### src/sv/bpt_pkg.sv
// Shared constants and types for the cubic Bezier point, tangent and Newton step block.
package bpt_pkg;

   // Guard fraction bits added to the control points during evaluation.
   localparam int GUARD_BITS = 4;

   // Register stages inside the curve and Newton datapath units.
   localparam int AXIS_STAGES   = 6;
   localparam int NEWTON_STAGES = 3;

   // Coordinate width up to which the Newton products use full precision.
   localparam int NEWTON_BASE_WIDTH = 24;

   // Reset values of the control points, Q.8.
   localparam int CTRL0_RESET = 0;
   localparam int CTRL1_RESET = 128;
   localparam int CTRL2_RESET = 128;
   localparam int CTRL3_RESET = 256;

   typedef enum logic [2:0] {
      CSR_CTRL0_X,
      CSR_CTRL0_Y,
      CSR_CTRL1_X,
      CSR_CTRL1_Y,
      CSR_CTRL2_X,
      CSR_CTRL2_Y,
      CSR_CTRL3_X,
      CSR_CTRL3_Y
   } csr_index_type;

endpackage

### src/sv/bpt_div.sv
// Pipelined restoring divider for the Newton quotient, one quotient bit per stage.
module bpt_div #(
   parameter int PARAM_FRAC_BITS = 16,
   parameter int NUM_WIDTH       = 53,
   parameter int DEN_WIDTH       = 56,
   parameter int SIDE_WIDTH      = 1
) (
   input  logic                        clock,
   input  logic                        en,
   input  logic signed [NUM_WIDTH-1:0] num,
   input  logic signed [DEN_WIDTH-1:0] den,
   input  logic [SIDE_WIDTH-1:0]       side_in,
   output logic [PARAM_FRAC_BITS+1:0]  q_mag,
   output logic                        overflow,
   output logic                        negative,
   output logic                        flat,
   output logic [SIDE_WIDTH-1:0]       side_out
);
   import bpt_pkg::*;

   localparam int F  = PARAM_FRAC_BITS;
   localparam int QN = F + 2;
   localparam int UW = DEN_WIDTH - 1;
   localparam int RW = DEN_WIDTH + 1;

   logic [NUM_WIDTH-1:0] an_in;
   logic [UW-1:0]        ud_in;
   logic                 flat_in, ov_in;

   assign an_in   = num[NUM_WIDTH-1] ? NUM_WIDTH'(-num) : NUM_WIDTH'(num);
   assign ud_in   = den[UW-1:0];
   assign flat_in = den[DEN_WIDTH-1] || (den == '0);
   assign ov_in   = RW'(an_in) >= {ud_in, 2'b00};

   logic [RW-1:0]         rem_ff  [QN+1];
   logic [F+1:0]          quo_ff  [QN+1];
   logic [UW-1:0]         ud_ff   [QN+1];
   logic                  neg_ff  [QN+1];
   logic                  flat_ff [QN+1];
   logic                  ov_ff   [QN+1];
   logic [SIDE_WIDTH-1:0] side_ff [QN+1];

   always_ff @(posedge clock) begin
      if (en) begin
         rem_ff[0]  <= RW'(an_in);
         quo_ff[0]  <= '0;
         ud_ff[0]   <= ud_in;
         neg_ff[0]  <= num[NUM_WIDTH-1];
         flat_ff[0] <= flat_in;
         ov_ff[0]   <= ov_in;
         side_ff[0] <= side_in;
      end
   end

   // The first step tests twice the divisor, the second the divisor itself, and
   // the fraction steps shift the remainder first.
   for (genvar k = 0; k < QN; k++) begin : g_step
      logic [RW-1:0] rem_cur, dvs, rem_in;
      logic          ge;

      if (k >= 2) begin : g_shift
         assign rem_cur = {rem_ff[k][RW-2:0], 1'b0};
      end else begin : g_noshift
         assign rem_cur = rem_ff[k];
      end

      if (k == 0) begin : g_twice
         assign dvs = {1'b0, ud_ff[k], 1'b0};
      end else begin : g_once
         assign dvs = {2'b00, ud_ff[k]};
      end

      assign ge     = rem_cur >= dvs;
      assign rem_in = ge ? rem_cur - dvs : rem_cur;

      always_ff @(posedge clock) begin
         if (en) begin
            rem_ff[k+1]  <= rem_in;
            quo_ff[k+1]  <= {quo_ff[k][F:0], ge};
            ud_ff[k+1]   <= ud_ff[k];
            neg_ff[k+1]  <= neg_ff[k];
            flat_ff[k+1] <= flat_ff[k];
            ov_ff[k+1]   <= ov_ff[k];
            side_ff[k+1] <= side_ff[k];
         end
      end
   end

   assign q_mag    = quo_ff[QN];
   assign overflow = ov_ff[QN];
   assign negative = neg_ff[QN];
   assign flat     = flat_ff[QN];
   assign side_out = side_ff[QN];

endmodule

### config.mk
export PLATFORM = sky130hd
export DESIGN_NAME = bpt_div
export DESIGN_NICKNAME = d
export VERILOG_FILES = /design/src/sv/bpt_pkg.sv /design/src/sv/bpt_div.sv
export SDC_FILE = /design/constraint.sdc
export NUM_CORES = 2
export LEC_CHECK = 0
export ABC_AREA = 0
export BUFFER_PORTS_ARGS = -buffer_cell sky130_fd_sc_hd__buf_2
export CELL_PAD_IN_SITES_DETAIL_PLACEMENT = 1
export CELL_PAD_IN_SITES_GLOBAL_PLACEMENT = 1
export CORE_ASPECT_RATIO = 0.9
export CORE_MARGIN = 5
export CORE_UTILIZATION = 45
export DETAILED_ROUTE_END_ITERATION = 6
export PLACE_DENSITY = 0.74
export SLEW_MARGIN = 20
export SYNTH_ARGS = -nofsm -noshare
export SYNTH_HDL_FRONTEND = slang
export SYNTH_SLANG_ARGS = --single-unit
### constraint.sdc
create_clock -name clock -period 5.25 [get_ports clock]
set_clock_uncertainty 0.15 [all_clocks]
set_input_delay 1.05 -clock clock [delete_from_list [all_inputs] [get_ports clock]]
set_output_delay 1.05 -clock clock [all_outputs]
set_load 0.02 [all_outputs]
# Word-level counts from Yosys, hierarchy flattened
# Memories as Yosys holds them, arrays and structs flattened.
# Index checks and enable logic that the tools add are counted.
[classes] addsub=19 n_lt_le_gt_ge=19 mux=21 n_reduce_logical=2
[op_table] cell="$mux 57" count=18
[op_table] cell="$ge 57x55->1" count=17
[op_table] cell="$sub 57x55->57" count=17
[op_table] cell="$ge 53x57->1" count=1
[op_table] cell="$ge 57x56->1" count=1
[op_table] cell="$sub 57x56->57" count=1
[op_table] cell="$logic_not 56->1" count=1
[op_table] cell="$mux 53" count=1
[op_table] cell="$neg 53->53" count=1
[op_table] cell="$mux 1" count=2
[op_table] cell="$logic_or 1x1->1" count=1
[word_totals] register_bits=0 ram_bits=2546 input_bits=112 out_inout_bits=22 elab_cells=68 mem_count=7
[mem_list] name="rem_ff" words=19 word_bits=57 rd=18 rd_clocked_by_memory_dff=0 wr=19 line_no="bpt_div.sv:35" source="logic [RW-1:0] rem_ff [QN+1];"
[mem_list] name="ud_ff" words=19 word_bits=55 rd=18 rd_clocked_by_memory_dff=0 wr=19 line_no="bpt_div.sv:37" source="logic [UW-1:0] ud_ff [QN+1];"
[mem_list] name="quo_ff" words=19 word_bits=18 rd=19 rd_clocked_by_memory_dff=0 wr=19 line_no="bpt_div.sv:36" source="logic [F+1:0] quo_ff [QN+1];"
[mem_list] name="flat_ff" words=19 word_bits=1 rd=19 rd_clocked_by_memory_dff=0 wr=19 line_no="bpt_div.sv:39" source="logic flat_ff [QN+1];"
[mem_list] name="neg_ff" words=19 word_bits=1 rd=19 rd_clocked_by_memory_dff=0 wr=19 line_no="bpt_div.sv:38" source="logic neg_ff [QN+1];"
[mem_list] name="ov_ff" words=19 word_bits=1 rd=19 rd_clocked_by_memory_dff=0 wr=19 line_no="bpt_div.sv:40" source="logic ov_ff [QN+1];"
[mem_list] name="+1 memories"

# Depth between registers and ports, before layout
[depth] word_depth=3 ltp_mapped=21

# Worst setup path after synthesis
# OpenSTA, ideal clock, no wires.
[synth_timing] path_type="input port to flip-flop" from="input port num[5]" to="memory ov_ff[0], data pin" setup_ns=0.273 t_arrival_ns=4.911 slack_ns=-0.084 stages=21 n_path_buf=0 cell_sequence="or4_4 or3_4 nand2b_4 nand2b_4 nand2b_4 or4_4 nand2b_4 or2_1 o31ai_1 xnor2_1 ha_1 a21o_1 a21oi_1 nor2b_1 o21ai_0 nand2b_1 a21oi_1 nor2b_1 o21ai_0 nor4bb_1 a221oi_1"
[synth_rtl] element="start: declaration" line_no="bpt_div.sv:10" source="input logic signed [NUM_WIDTH-1:0] num,"
[synth_rtl] element="end: declaration" line_no="bpt_div.sv:40"

==> impl_metrics.yaml <==
run_status:
  outcome: "complete, no violations"
synthesis:
  ys_async_sr_fraction_pct: 0
  synth_top_area_cell: "edfxtp_1"
  postSynthAreaPerCell_um2: 10.2
  yosysWarningCount: 0
  synthXorXnorAreaFrac_pct: 5.84
  syn_nets: 14600
  yosysUniqueCellTypes: 99
  synthMuxAreaShare_pct: 1.44
  synth_top_family_by_area: "compound AO/OA/AOI/OAI gates"
  syn_area_mm2: 0.137
  synth-simple-area-share_pct: 11.2
  synth_top_flop_cell: "edfxtp_1"
  synthesis.instances: 13400
  synth_compound_area_share_pct: 17.5
  synth_edf_count: 2243
  ys_seq_area_share_pct: 49.2
  synthAdderAreaFrac_pct: 9.74
  synth_area_leaders: "edfxtp_1 49%, ha_1 9.5%, a21oi_1 5.1%"
  yosys.area.top_type_share_pct: 49.2
  ys_ff_latch: 2243
sta:
  rsz0062_at_grt: "false"
  clock.fmax_ghz: 0.201
  final-setup-viol-count: 0
  hold_ws_ns: 0.182
  slew_viol_final: 0
  worst_slew_pin_slew_ns: 1.10
  slew_headroom_pct: 26.5
  fin_tns_setup_ns: 0
  hold_viol: 0
  timing.final.crit_share_pct: 95.0
  min_period_ns: 4.99
worst_setup_path:
  startpoint_type: "flop"
  path_common_cell: "o2111ai_1"
  critPathRequiredTime_ns: 5.72
  cp-end-kind: "flop"
  critical_path_class: "flop to flop"
  cp.arrival_ns: 5.46
  cp_slowest_cell: "a31oi_1"
  slowest_delay_ns: 0.66
  ff2ff_path_depth: 12
  path_cells: "ha_1 > o21ai_0 > a21oi_1 > o2111ai_1 > nand3_1 > a31o_2 > a31oi_1 > o2111ai_1 > nand2_1 > o311a_2 > buf_12 > mux2_2"
  crit_fanout: 44
grt:
  antenna_found_initial: 8
  grt_pass1_vias: 112000
  grt_pass1_wl_um: 644000
  grtUsageTotal_pct: 25.9
  overflow: 0
  grt_max_degree: 116
cells_and_area:
  area_growth_pct: 12.5
  mostFrequentLayoutCell: "edfxtp_1"
  mostFrequentLayoutCells: "2243 x edfxtp_1, 1394 x a21oi_1, 1307 x inv_1, 1148 x nand2_1, 1039 x ha_1"
  drive_gt1_share_pct: 9.33
  nets: 14900
hold_path:
  holdCritPathClass: "primary input to flop"
  hold_depth: 1
clocking:
  htree_num_levels: 5
  postCtsResizedCells: 0
  path_clk_slew_ns: 0.06
  root_buffer: "clkbuf_16"
  cts_tree: "built"
  cts_sinks: 2243
  cts_hold_buf: 0
  clockBufferDepth: 4
  cts_made_buffers: 268
  post_cts_buffers: 0
  clk_latency_ns: 0.90
floorplanning:
  ios: 134
  die-width_um: 592
  die_area_mm2: 0.316
  rows: 192
  start_util_pct: 45.1
  die_h_um: 533
  core_area_mm2: 0.304
pwr:
  p_total_w: 0.0942
  pwr-share-clk_pct: 20.2
  ir_worst_vdd_uv: 302
  power_switching_w: 0.0381
  p_int_w: 0.0562
  switching_share_pct: 40.4
  p_per_area_mw_per_mm2: 611
  p_seq_share_pct: 31.3
  combPwrFrac_pct: 48.4
  power_leakage_nw: 62.8
placement:
  place.gp.congestion: 1.00
  place.port_buffers: 133
  place_hpwl_um: 334000
route:
  drcViolationCount: 0
  firstDrtPassIters: 5
  drtAntennaViolNets: 0
  detail_route.iter0.violations: 5664
  viasPerCell: 5.71
  via_count: 103000
  wl_per_cell_um: 23.1
  drt_wl_total_um: 418000
run:
  drv_cap: 0
-- layout make-up --
class	instances	area, um^2
Tap cell	4074	5100
Fill cell	33000	150000
Multi-Input combinational cell	9355	62900
Sequential cell	2243	67400
Clock buffer	305	7020
Antenna cell	18	45.0
Inverter	1307	4910
Timing Repair Buffer	606	4860
Clock inverter	178	1960
-- Yosys cell counts, types with 121 or more instances --
| cell type | n |
|---|---|
| xor2_1 | 365 |
| a21o_1 | 495 |
| a31oi_1 | 121 |
| nand4_1 | 305 |
| inv_1 | 1307 |
| xnor2_1 | 548 |
| mux2_2 | 163 |
| clkbuf_1 | 426 |
| a21oi_1 | 1394 |
| nand2_1 | 1148 |
| o21ai_0 | 961 |
| ha_1 | 1039 |
| o21bai_1 | 181 |
| edfxtp_1 | 2243 |
| nor3_1 | 154 |
| nand3_1 | 183 |
| nor2_1 | 887 |
-- registers in the layout, indices dropped and copies added (netlist names) --
signal	count
flat_ff	19
neg_ff	19
side_ff	19
ov_ff	19
ud_ff	990
quo_ff	171
rem_ff	1006
-- final timing paths --
path	start	to	slack [ns]
setup / recovery	rem_ff[10][1]	rem_ff[11][46]	0.26
hold reg to reg	ov_ff[15]	ov_ff[16]	0.24
hold / removal	side_in	side_ff[0]	0.18
setup reg to reg	rem_ff[10][1]	rem_ff[11][46]	0.26
-- worst max-delay path, delay by kind of cell (launching register included) --
kind / cells / cell delay, ns
AO/OA/AOI/OAI: 7 / 2.51
adder cells (fa/ha/maj): 1 / 0.39
buffers and inverters: 1 / 0.24
flip-flops: 1 / 0.42
multiplexers: 1 / 0.35
AND/OR/NAND/NOR: 2 / 0.62
-- per-stage QoR --
stage	instances	setup WS, ns	utilization (%)	instance area (um^2)
2_1_floorplan	13400	0.0153	-	137000
3_3_place_gp	17600	-0.682	47.8	145000
3_5_place_dp	17600	-0.598	47.8	145000
4_1_cts	18100	0.306	50.7	154000
5_1_grt	18100	0.0338	50.8	154000
6_report	18100	0.265	50.8	154000
-- cells by family after synthesis --
group / after synthesis
AOI/OAI and AO/OA: 3918
DFF: 2243
adders and majority gates: 1056
muxes: 177
xor gates and xnor gates: 913
and+or+nand+nor: 3291
buffers and inverters: 1825
-- power groups by stage --
| stage | sequential, W | clock [W] | combinational (W) |
|---|---|---|---|
| 2_1_floorplan | 0.0284 | 0 | 0.0317 |
| 3_3_place_gp | 0.0297 | 0 | 0.0438 |
| 3_5_place_dp | 0.0299 | 0 | 0.0451 |
| 4_1_cts | 0.0295 | 0.0196 | 0.0454 |
| 5_1_grt | 0.0299 | 0.0204 | 0.0501 |
| 6_report | 0.0295 | 0.0191 | 0.0456 |
-- routing by layer --
layer  wire length (um)  vias to the layer above  GRT usage (%)
li1                   -                    49600              -
met1             156000                    50600           27.4
met2             219000                     2001           48.8
met3              12000                      985           2.64
met4              31100                        2           16.2
met5                 13                        -              0
Power figures use the tool's default switching activity.
